===== config.mk =====
export PLATFORM = sky130hd
export DESIGN_NAME = dns_qname_label_encoder_flat
export DESIGN_NICKNAME = d
export VERILOG_FILES = /design/src/hdl/dqe_pkg.sv /design/src/hdl/dqe_ifs.sv /design/src/hdl/dqe_label_ram.sv /design/src/hdl/dns_qname_label_encoder.sv /design/src/flat_wrapper.sv
export SDC_FILE = /design/constraint.sdc
export NUM_CORES = 1
export LEC_CHECK = 0
export ABC_AREA = 1
export BUFFER_PORTS_ARGS = -buffer_cell sky130_fd_sc_hd__buf_2
export CAP_MARGIN = 20
export CORE_UTILIZATION = 26
export CTS_BUF_LIST = sky130_fd_sc_hd__clkbuf_8
export CTS_CLUSTER_SIZE = 24
export DETAILED_ROUTE_END_ITERATION = 7
export SLEW_MARGIN = 20
export SYNTH_ARGS = -nofsm -noshare
export SYNTH_HDL_FRONTEND = slang
export SYNTH_SLANG_ARGS = --single-unit

===== constraint.sdc =====
create_clock -name clk -period 3.17 [get_ports clk]
set_clock_uncertainty 0.15 [all_clocks]
set_input_delay 0.634 -clock clk [delete_from_list [all_inputs] [get_ports clk]]
set_output_delay 0.634 -clock clk [all_outputs]
set_load 0.03 [all_outputs]

===== src/hdl/dqe_pkg.sv =====
// Package for the DNS QNAME label encoder: controller states, error codes,
// character constants and the result word type. Depends on nothing.
package dqe_pkg;

	// Width of the label character counter; it holds any label length up to 62.
	localparam int CNT_W = 6;

	localparam logic [7:0] DOT_CHAR = 8'h2E;
	localparam logic [7:0] END_BYTE = 8'h00;

	localparam logic [1:0] ERR_OK          = 2'd0;
	localparam logic [1:0] ERR_LEADING_DOT = 2'd1;
	localparam logic [1:0] ERR_TOO_LONG    = 2'd2;
	localparam logic [1:0] ERR_EMPTY_LABEL = 2'd3;

	typedef enum logic [2:0] {
		ST_IDLE,
		ST_LEN,
		ST_DATA,
		ST_END,
		ST_ERR
	} ctrl_state_t;

	typedef struct packed {
		logic [7:0] out_byte;
		logic       last_of_run;
		logic       name_done;
		logic [1:0] err_code;
	} out_word_t;

endpackage


===== src/hdl/dqe_ifs.sv =====
// Valid/ready channel interfaces of the DNS QNAME label encoder: the character
// input channel and the QNAME byte output channel. Depends on nothing.
interface dqe_in_if;
	logic       valid;
	logic       ready;
	logic [7:0] ch;
	logic       is_end;

	modport source (output valid, output ch, output is_end, input ready);
	modport sink (input valid, input ch, input is_end, output ready);
endinterface

interface dqe_out_if;
	logic       valid;
	logic       ready;
	logic [7:0] out_byte;
	logic       last_of_run;
	logic       name_done;
	logic [1:0] err_code;

	modport source (output valid, output out_byte, output last_of_run,
		output name_done, output err_code, input ready);
	modport sink (input valid, input out_byte, input last_of_run,
		input name_done, input err_code, output ready);
endinterface


===== src/hdl/dqe_label_ram.sv =====
// Label character store of the DNS QNAME label encoder: a simple dual-port
// synchronous RAM with a registered read port. Depends on nothing.
module dqe_label_ram #(
	parameter int DEPTH = 62,
	parameter int AW    = 6
) (
	input  logic          clk,
	input  logic          we,
	input  logic [AW-1:0] waddr,
	input  logic [7:0]    wdata,
	input  logic          re,
	input  logic [AW-1:0] raddr,
	output logic [7:0]    rdata
);

	logic [7:0] mem [DEPTH];

	always_ff @(posedge clk) begin
		if (we) begin
			mem[waddr] <= wdata;
		end
	end

	// Read data holds while no read is issued, so a stalled consumer keeps it.
	always_ff @(posedge clk) begin
		if (re) begin
			rdata <= mem[raddr];
		end
	end

endmodule


===== src/hdl/dns_qname_label_encoder.sv =====
// Top level of the DNS QNAME label encoder: controller, counters and output
// register around the label RAM. Depends on dqe_pkg, dqe_ifs and dqe_label_ram.
//
//   Channel  Direction  Word fields                                   Role
//   chars    in         ch[7:0], is_end                               host name characters
//   qname    out        out_byte[7:0], last_of_run, name_done,        QNAME wire bytes
//                       err_code[1:0]
//
// A character word that is not a dot is written into the label RAM unless the
// label is full or input is being dropped. A dot closing a label sends the
// length byte, then the stored bytes as the RAM read port replays the label,
// then returns to idle; an end word adds the terminating zero. The RAM read
// port, one byte per cycle while the qname channel does not stall, sets the rate.
// Reset clears the controller, the label count and the name flags; the RAM is
// not cleared and needs no clearing pass. A stalled qname channel holds the
// output register and pauses the replay; chars is taken only in idle.
module dns_qname_label_encoder import dqe_pkg::*; #(
	parameter int MAX_LABEL = 62
) (
	input  logic         clk,
	input  logic         arst_n,
	dqe_in_if.sink       chars,
	dqe_out_if.source    qname
);

	// RAM address width; a one-entry label still gets a one-bit address.
	localparam int AW = (MAX_LABEL > 1) ? $clog2(MAX_LABEL) : 1;

	ctrl_state_t state_q, state_d;

	// Characters held for the current label, and the replay read index.
	logic [CNT_W-1:0] count_q, count_d;
	logic [CNT_W-1:0] idx_q, idx_d;

	// Name flags: no character seen yet, and discarding input after an error.
	logic at_start_q, at_start_d;
	logic drop_q, drop_d;

	// The flush in progress came from an end word, so the zero byte follows.
	logic end_pend_q, end_pend_d;
	logic [1:0] err_q, err_d;

	// Output register.
	logic      out_valid_q;
	out_word_t out_word_q;
	out_word_t word_d;
	logic      load;
	logic      slot_free;

	// RAM ports.
	logic          ram_we;
	logic          ram_re;
	logic [AW-1:0] ram_raddr;
	logic [7:0]    ram_rdata;

	assign chars.ready = (state_q == ST_IDLE);
	assign slot_free   = !out_valid_q || qname.ready;

	dqe_label_ram #(
		.DEPTH (MAX_LABEL),
		.AW    (AW)
	) u_ram (
		.clk   (clk),
		.we    (ram_we),
		.waddr (count_q[AW-1:0]),
		.wdata (chars.ch),
		.re    (ram_re),
		.raddr (ram_raddr),
		.rdata (ram_rdata)
	);

	always_ff @(posedge clk or negedge arst_n) begin
		if (!arst_n) begin
			state_q    <= ST_IDLE;
			count_q    <= '0;
			idx_q      <= '0;
			at_start_q <= 1'b1;
			drop_q     <= 1'b0;
			end_pend_q <= 1'b0;
			err_q      <= ERR_OK;
		end else begin
			state_q    <= state_d;
			count_q    <= count_d;
			idx_q      <= idx_d;
			at_start_q <= at_start_d;
			drop_q     <= drop_d;
			end_pend_q <= end_pend_d;
			err_q      <= err_d;
		end
	end

	always_comb begin
		state_d    = state_q;
		count_d    = count_q;
		idx_d      = idx_q;
		at_start_d = at_start_q;
		drop_d     = drop_q;
		end_pend_d = end_pend_q;
		err_d      = err_q;
		load       = 1'b0;
		word_d     = '0;
		ram_we     = 1'b0;
		ram_re     = 1'b0;
		ram_raddr  = '0;

		case (state_q)
			ST_IDLE: begin
				if (chars.valid) begin
					if (chars.is_end) begin
						// An end word closes the name whether or not we were dropping.
						at_start_d = 1'b1;
						drop_d     = 1'b0;
						if (!drop_q) begin
							if (count_q != '0) begin
								end_pend_d = 1'b1;
								state_d    = ST_LEN;
							end else begin
								state_d = ST_END;
							end
						end else begin
							count_d = '0;
						end
					end else if (drop_q) begin
						state_d = ST_IDLE;
					end else if (chars.ch == DOT_CHAR) begin
						if (at_start_q || count_q == '0) begin
							err_d   = at_start_q ? ERR_LEADING_DOT : ERR_EMPTY_LABEL;
							drop_d  = 1'b1;
							count_d = '0;
							state_d = ST_ERR;
						end else begin
							end_pend_d = 1'b0;
							state_d    = ST_LEN;
						end
					end else begin
						at_start_d = 1'b0;
						if (count_q >= CNT_W'(MAX_LABEL)) begin
							err_d   = ERR_TOO_LONG;
							drop_d  = 1'b1;
							count_d = '0;
							state_d = ST_ERR;
						end else begin
							ram_we  = 1'b1;
							count_d = count_q + 1'b1;
						end
					end
				end
			end
			ST_LEN: begin
				// Length byte goes out while the first character is fetched.
				if (slot_free) begin
					load      = 1'b1;
					word_d    = '{out_byte: 8'(count_q), last_of_run: 1'b0,
						name_done: 1'b0, err_code: ERR_OK};
					ram_re    = 1'b1;
					ram_raddr = '0;
					idx_d     = CNT_W'(1);
					state_d   = ST_DATA;
				end
			end
			ST_DATA: begin
				if (slot_free) begin
					load   = 1'b1;
					word_d = '{out_byte: ram_rdata, last_of_run: 1'b0,
						name_done: 1'b0, err_code: ERR_OK};
					if (idx_q < count_q) begin
						ram_re    = 1'b1;
						ram_raddr = idx_q[AW-1:0];
						idx_d     = idx_q + 1'b1;
					end else begin
						word_d.last_of_run = !end_pend_q;
						count_d            = '0;
						state_d            = end_pend_q ? ST_END : ST_IDLE;
					end
				end
			end
			ST_END: begin
				if (slot_free) begin
					load       = 1'b1;
					word_d     = '{out_byte: END_BYTE, last_of_run: 1'b1,
						name_done: 1'b1, err_code: ERR_OK};
					end_pend_d = 1'b0;
					count_d    = '0;
					state_d    = ST_IDLE;
				end
			end
			ST_ERR: begin
				if (slot_free) begin
					load    = 1'b1;
					word_d  = '{out_byte: END_BYTE, last_of_run: 1'b1,
						name_done: 1'b1, err_code: err_q};
					state_d = ST_IDLE;
				end
			end
			default: begin
				state_d = ST_IDLE;
			end
		endcase
	end

	// The output register takes a new word only when it is empty or being drained.
	always_ff @(posedge clk or negedge arst_n) begin
		if (!arst_n) begin
			out_valid_q <= 1'b0;
		end else if (load) begin
			out_valid_q <= 1'b1;
		end else if (qname.ready) begin
			out_valid_q <= 1'b0;
		end
	end

	always_ff @(posedge clk) begin
		if (load) begin
			out_word_q <= word_d;
		end
	end

	assign qname.valid       = out_valid_q;
	assign qname.out_byte    = out_word_q.out_byte;
	assign qname.last_of_run = out_word_q.last_of_run;
	assign qname.name_done   = out_word_q.name_done;
	assign qname.err_code    = out_word_q.err_code;

endmodule

===== src/flat_wrapper.sv =====
// flat-port wrapper written by rule: the top's interface ports become plain ports
module dns_qname_label_encoder_flat import dqe_pkg::*;
#(
	parameter int MAX_LABEL = 62
)
  (clk, arst_n, chars_valid, chars_ch, chars_is_end, chars_ready, qname_valid, qname_out_byte, qname_last_of_run, qname_name_done, qname_err_code, qname_ready);
  dqe_in_if chars_i ();
  dqe_out_if qname_i ();
  input  logic clk;
  input  logic arst_n;
  input wire logic [$bits(chars_i.valid)-1:0] chars_valid;
  input wire logic [$bits(chars_i.ch)-1:0] chars_ch;
  input wire logic [$bits(chars_i.is_end)-1:0] chars_is_end;
  output wire logic [$bits(chars_i.ready)-1:0] chars_ready;
  output wire logic [$bits(qname_i.valid)-1:0] qname_valid;
  output wire logic [$bits(qname_i.out_byte)-1:0] qname_out_byte;
  output wire logic [$bits(qname_i.last_of_run)-1:0] qname_last_of_run;
  output wire logic [$bits(qname_i.name_done)-1:0] qname_name_done;
  output wire logic [$bits(qname_i.err_code)-1:0] qname_err_code;
  input wire logic [$bits(qname_i.ready)-1:0] qname_ready;
  assign chars_i.valid = chars_valid;
  assign chars_i.ch = chars_ch;
  assign chars_i.is_end = chars_is_end;
  assign chars_ready = chars_i.ready;
  assign qname_valid = qname_i.valid;
  assign qname_out_byte = qname_i.out_byte;
  assign qname_last_of_run = qname_i.last_of_run;
  assign qname_name_done = qname_i.name_done;
  assign qname_err_code = qname_i.err_code;
  assign qname_i.ready = qname_ready;
  dns_qname_label_encoder #(.MAX_LABEL(MAX_LABEL)) u_core (.clk(clk), .arst_n(arst_n), .chars(chars_i), .qname(qname_i));
endmodule

# Word-level counts from Yosys, hierarchy flattened
# Memory sizes are Yosys's and may differ from the RTL's. A register that Yosys moved wholly into a read port is not among the register bits.
# Index checks and enable logic that the tools add are counted.
dict set report op_classes {
  mux 74
  n_eq_ne 24
  n_lt_le_gt_ge 2
  bitwise 2
  n_reduce_logical 21
  addsub 2
}
# cell n
set op_table {}
lappend op_table {{6-bit two-way mux} 16}
lappend op_table {{12-bit case mux with 4 select lines} 1}
lappend op_table {{3-bit two-way mux} 11}
lappend op_table {{1-bit two-way mux} 31}
lappend op_table {{6-bit case mux with 3 select lines} 1}
lappend op_table {{7-bit AND reduction} 2}
lappend op_table {{6-bit by 1-bit adder with 6-bit output (second input constant)} 2}
lappend op_table {{12-bit two-way mux} 1}
lappend op_table {{2-bit two-way mux} 6}
lappend op_table {{2-bit != test (second input constant)} 6}
lappend op_table {{3-bit case mux with 4 select lines} 1}
lappend op_table {{6-bit case mux with 2 select lines} 1}
lappend op_table {{10-bit two-way mux} 1}
lappend op_table {{2-bit by 1-bit != test with 1-bit output (second input constant)} 5}
lappend op_table {{3-bit by 2-bit != test with 1-bit output (second input constant)} 3}
lappend op_table {{3-bit != test (second input constant)} 3}
lappend op_table {{8-bit by 6-bit == test with 1-bit output (second input constant)} 1}
lappend op_table {{4-bit two-way mux} 2}
lappend op_table {{4-bit AND reduction} 2}
lappend op_table {{8-bit AND reduction} 1}
lappend op_table {{2-bit nonzero test} 4}
lappend op_table {{3-bit by 2-bit == test with 1-bit output (second input constant)} 2}
lappend op_table {{6-bit >= comparator (second input constant)} 1}
lappend op_table {{6-bit zero test} 1}
lappend op_table {{16 further kinds} 20}
dict set report totals {
  reg_bits 33
  n_memories 1
  ram_bits 496
  in_bits 13
  output_inout_bits 14
  elab_cells 138
}
# name depth word_bits read_ports rd_clocked_by_memory_dff write_ports line
set memory_table {}
lappend memory_table {u_core.u_ram.mem 62 8 1 1 1 dqe_label_ram.sv:16} ;# logic [7:0] mem [DEPTH];

# Logic depth before layout (Yosys ltp)
dict set report logic_depth {
  depth_word 9
  mapped_depth 18
  ltp_nobuf 15
}

# Cells and area by module
# A second synthesis with hierarchy kept.
dict set report hier_totals {
  cells_unflattened 2056
  hier_area_um2 22710.5
}
# module instances seq_area_each_um2 cells_per_inst area_per_inst_um2
set by_module_without_submodules {}
lappend by_module_without_submodules {dqe_label_ram 1 15134.5 1765 20557.2}
lappend by_module_without_submodules {dns_qname_label_encoder 1 887.1 291 2153.3}

# Least setup slack after synthesis
# OpenSTA, ideal clock, no wires.
dict set report synth_timing {
  kind {flip-flop to flip-flop}
  startpoint {register u_core.state_q[2]}
  endpoint {memory u_core.u_ram.mem[14][0] (enable)}
  setup_time_ps 371
  path_stages_with_launch 8
  n_path_buf 0
  synth_period_minus_slack_ps 3144
  arrival_ps 2624
  path_slack_ps 26
  path_cell_list {dfrtp_1 > nor3_1 > nand2_1 > nor2_1 > nand2_1 > clkinv_1 > nand4_1 > nor2_1}
}
dict set report synth_via {
  elab_chain_len 4
}
# item line
set synth_lines {}
lappend synth_lines {{start, declared} dns_qname_label_encoder.sv:29} ;# ctrl_state_t state_q, state_d;
lappend synth_lines {{start signal, assigned} dns_qname_label_encoder.sv:82} ;# state_q <= state_d;
lappend synth_lines {{3-bit zero test} --}
lappend synth_lines {{named net chars_ready} flat_wrapper.sv:14} ;# output wire logic [$bits(chars_i.ready)-1:0] chars_ready;
lappend synth_lines {{1-bit two-way mux} dns_qname_label_encoder.sv:106} ;# case (state_q)
lappend synth_lines {{1-bit two-way mux} dqe_label_ram.sv:19} ;# if (we) begin
lappend synth_lines {{1-bit two-way mux (implied by the code)} dqe_label_ram.sv:20} ;# mem[waddr] <= wdata;
lappend synth_lines {{end, declared} dqe_label_ram.sv:16}
# The timed path passes the listed nets, and every way through them passes these cells.

# Worst setup path after layout
dict set report layout_timing {
  startpoint {register u_core.idx_q[5]}
  endpoint {register u_core.u_ram.rdata[3] (read register of u_core.u_ram.mem), data pin}
}
dict set report layout_via {
  elab_chain_len 4
  word_cells_on_any_way 7
  classes_between {order compare (1); mux (6)}
}
# item line
set layout_lines {}
lappend layout_lines {{start, declared} dns_qname_label_encoder.sv:33} ;# logic [CNT_W-1:0] idx_q, idx_d;
lappend layout_lines {{start signal, assigned} dns_qname_label_encoder.sv:84} ;# idx_q <= idx_d;
lappend layout_lines {{6-bit < comparator} dns_qname_label_encoder.sv:166} ;# if (idx_q < count_q) begin
lappend layout_lines {{1-bit two-way mux / 6-bit two-way mux (equally long branches)} dns_qname_label_encoder.sv:166}
lappend layout_lines {{1-bit two-way mux / 6-bit two-way mux (equally long branches)} dns_qname_label_encoder.sv:162} ;# if (slot_free) begin
lappend layout_lines {{1-bit case mux with 2 select lines / 6-bit two-way mux (equally long branches)} --}
lappend layout_lines {{end, declared} dqe_label_ram.sv:13} ;# output logic [7:0] rdata
# Several ways; a longest one is shown, not always the timed one.
# A chain may end at the register's enable or synchronous reset.

==> flow_summary.toml <==
[outcome]
status = "finished with violations"
failed_checks = "DRC"

[critical_path]
crit_path_cell_trace = "ha_1 > nand2_1 > inv_1 > a21oi_4 > buf_4 > nand4_4 > buf_4 > nor2_4 > buf_4 > a21oi_1 > a21oi_1 > nand2_1 > nand3_1 > nand2_1"
cp.required_ns = 3.47
crit_path_top_delay_cell = "dfrtp_1"
critPathMaxFanout = 14
endpoint_kind = "register"
max_stage_delay_ns = 0.40
crit_type = "register to register"
crit_family = "simple AND/OR/NAND/NOR gates"
cp-start-kind = "register"
cp.buffers_inverters = 4
worstPathArrival_ns = 3.40

[sta]
finalSetupViolCount = 0
hold_ws_ns = 0.07108
fmax_mhz = 321.7
grt_setup_unrepaired = "yes"
fin_ws_ns = 0.06184
slew_headroom_pct = 23.89
hold_viol = 0
slew_violations = 0
post-route-min-period_ns = 3.108
worstMarginPinSlew_ns = 1.138
tns_ns = 0
min_period_over_period_pct = 98.05

[final_layout]
nFillCells = 8915
layout-drive-gt1-share_pct = 15.32
final_cells = 3574
final_nets = 2361
multi_input_area_mm2 = 0.007002
regArea_mm2 = 0.01602
final_area_mm2 = 0.02805
area_delta_synth_final_pct = 19.84
postLayoutCoreUtil_pct = 31.59

[global_route]
busiest_layer = "met2"
use_met3_pct = 3.009
grt.met1_usage_pct = 21.23
antenna_found_initial = 1
grt_util_met2_pct = 22.79
grt_pass1_vias = 16302
grt_pass1_wl_um = 102400
overflow = 0
grt_use_total_pct = 14.95
grt_max_degree = 121

[logic_synthesis]
synth_cells = 2219
ys_seq_elements = 537
synth_warnings = 0
synth_edf_count = 516
yosys_most_used_dff = "edfxtp_1"
ys_seq_area_share_pct = 68.45
syn_avg_cell_area_um2 = 10.55
ys_async_sr_fraction_pct = 3.911
ys_types = 36
netlist_area_mm2 = 0.02341
syn_nets = 2241

[die]
fp.dieW_um = 302.0
io_pins = 27
core_mm2 = 0.08878
rows = 109
dieArea_mm2 = 0.09123
fp.dieH_um = 302.0
start_util_pct = 26.36

[placed_design]
placed_area_mm2 = 0.02560
place_congestion = 0.8886
post-place-ws_ns = -0.5137
dpl.hpwl_um = 40760
dp_cells = 3394
placement.io_buffers = 26

[clock_tree]
cts.clk_slew.worst_paths_ns = 0.07
htreeDepth = 3
clock_latency_ns = 0.71
ctsLongestPathBuffers = 3
cts_tree = "yes"
numCtsBuffers = 88
cts-root-buf = "clkbuf_8"
cts.sinks = 537

[detailed_routing]
drt_iter0_drc = 1839
vias = 17141
wl_per_cell_um = 19.40
via_per_inst = 4.796
dr.pass1.iters = 7
antenna_left = 0
drc = 3
routed_wl_um = 69320

[power_and_ir_drop]
irDropWorstVdd_uv = 845.0
power_leakage_nw = 10.62
power_mw = 20.50
power_density_mw_per_mm2 = 730.7

[worst_hold_path]
hold_path.class = "input pin to register"

[job]
drv_cap = 0
-- sequential cells by signal, summed over array words and instances (netlist names), 2 cells and up --
signal and cells:
u_core.idx_q 6, u_core.state_q 3, u_core.count_q 6, u_core.err_q 2
u_core.qname.err_code 2, u_core.u_ram.rdata 8, u_core.u_ram.mem 496, u_core.qname.out_byte 8
-- layout by cell type (no fill, tap or decap), drive strengths merged, types with 2 or more instances in the layout --
cell      netlist  layout
nand2         937     937
edfxtp        516     516
nand3         240     240
buf            98     156
nand4         128     128
nor2          102     103
clkbuf         35      92
inv            57      88
a21oi          32      32
clkinv          2      32
o21ai          21      21
dfrtp          20      20
ha              9       9
nor3            6       6
clkinvlp        0       5
bufinv          0       4
o2111ai         3       3
a211oi          3       3
o22ai           2       2
bufbuf          0       2
-- worst reg2reg max path: stages (launching register included) --
cell	delay, ns
dfrtp_1	0.40
ha_1	0.32
nand2_1	0.11
inv_1	0.07
a21oi_4	0.15
buf_4	0.14
nand4_4	0.08
buf_4	0.18
nor2_4	0.27
buf_4	0.28
a21oi_1	0.10
a21oi_1	0.40
nand2_1	0.09
nand3_1	0.10
nand2_1	0.05
-- timing repair --
action	4_1_cts	5_1_grt
setup buffers	4	9
hold buffers	1	0
gates resized for setup	52	84
pin swaps	1	6
endpoints found under the hold margin	20	0
endpoints found under the setup margin	317	394
gates cloned	3	3
-- layer usage --
| layer | part of all wire [%] | up-vias |
|---|---|---|
| met5 | 0 | - |
| met4 | 3.1 | 0 |
| met3 | 8.5 | 144 |
| met2 | 44 | 783 |
| met1 | 44 | 8278 |
| li1 | - | 7936 |
-- kinds of logic after synthesis --
kind of cell / after synthesis / synth area share, %
buffers and inverters: 192 / 3.779
AND/OR/NAND/NOR: 1415 / 25.63
adder cells (fa/ha/maj): 9 / 0.4811
flip-flops: 537 / 68.45
multiplexers: 1 / 0.04276
AO/OA/AOI/OAI: 64 / 1.588
XOR/XNOR: 1 / 0.03742
-- final timing paths --
check	start	to	slack, ns	depth (start not counted)
max	u_core.idx_q[5]$_DFFE_PN0P_	u_core.u_ram.rdata[3]$_DFFE_PP_	0.06	14
max in group asynchronous	arst_n	u_core.idx_q[2]$_DFFE_PN0P_	2.14	2
min reg2reg	u_core.err_q[0]$_DFFE_PN0P_	u_core.err_q[0]$_DFFE_PN0P_	0.35	2
min in group asynchronous	arst_n	u_core.count_q[0]$_DFFE_PN0P_	0.33	2
max reg2reg	u_core.idx_q[5]$_DFFE_PN0P_	u_core.u_ram.rdata[3]$_DFFE_PP_	0.06	14
min	chars_valid	u_core.drop_q$_DFFE_PN0P_	0.07	2
-- final cells by class --
| class | instances | area share, % |
|---|---|---|
| inverter | 59 | 0.7984 |
| sequential | 537 | 57.12 |
| clock inverter | 70 | 1.512 |
| tap | 1165 | 5.196 |
| timing repair buffer | 162 | 6.039 |
| multi-input combinational | 1491 | 24.96 |
| clock buffer | 89 | 4.367 |
| antenna | 1 | 0.008921 |
-- Yosys cell counts (2+ instances only) --
master | instances | share of area (%)
o22ai_1 | 2 | 0.053
nand3_1 | 238 | 5.1
o21ai_0 | 18 | 0.38
nor3_1 | 6 | 0.13
ha_1 | 9 | 0.48
inv_2 | 5 | 0.080
nand4_1 | 127 | 3.4
a21oi_1 | 30 | 0.64
o2111ai_1 | 3 | 0.11
nor2_1 | 96 | 1.5
buf_4 | 14 | 0.45
nor2_4 | 4 | 0.19
nor2_2 | 2 | 0.053
inv_1 | 52 | 0.83
nand2_1 | 936 | 15
clkinv_1 | 2 | 0.032
o21ai_1 | 3 | 0.064
nand3_2 | 2 | 0.086
buf_2 | 65 | 1.4
dfrtp_1 | 20 | 2.1
a211oi_1 | 3 | 0.096
buf_6 | 4 | 0.19
clkbuf_1 | 35 | 0.56
edfxtp_1 | 516 | 66
a21oi_4 | 2 | 0.14
buf_1 | 15 | 0.24
-- power breakdown --
part | internal [mW] | switching (mW)
Combinational | 1.85 | 4.67
Clock | 2.96 | 2.82
Sequential | 8.06 | 0.135
No activity file was read; power rests on OpenSTA's default activity.
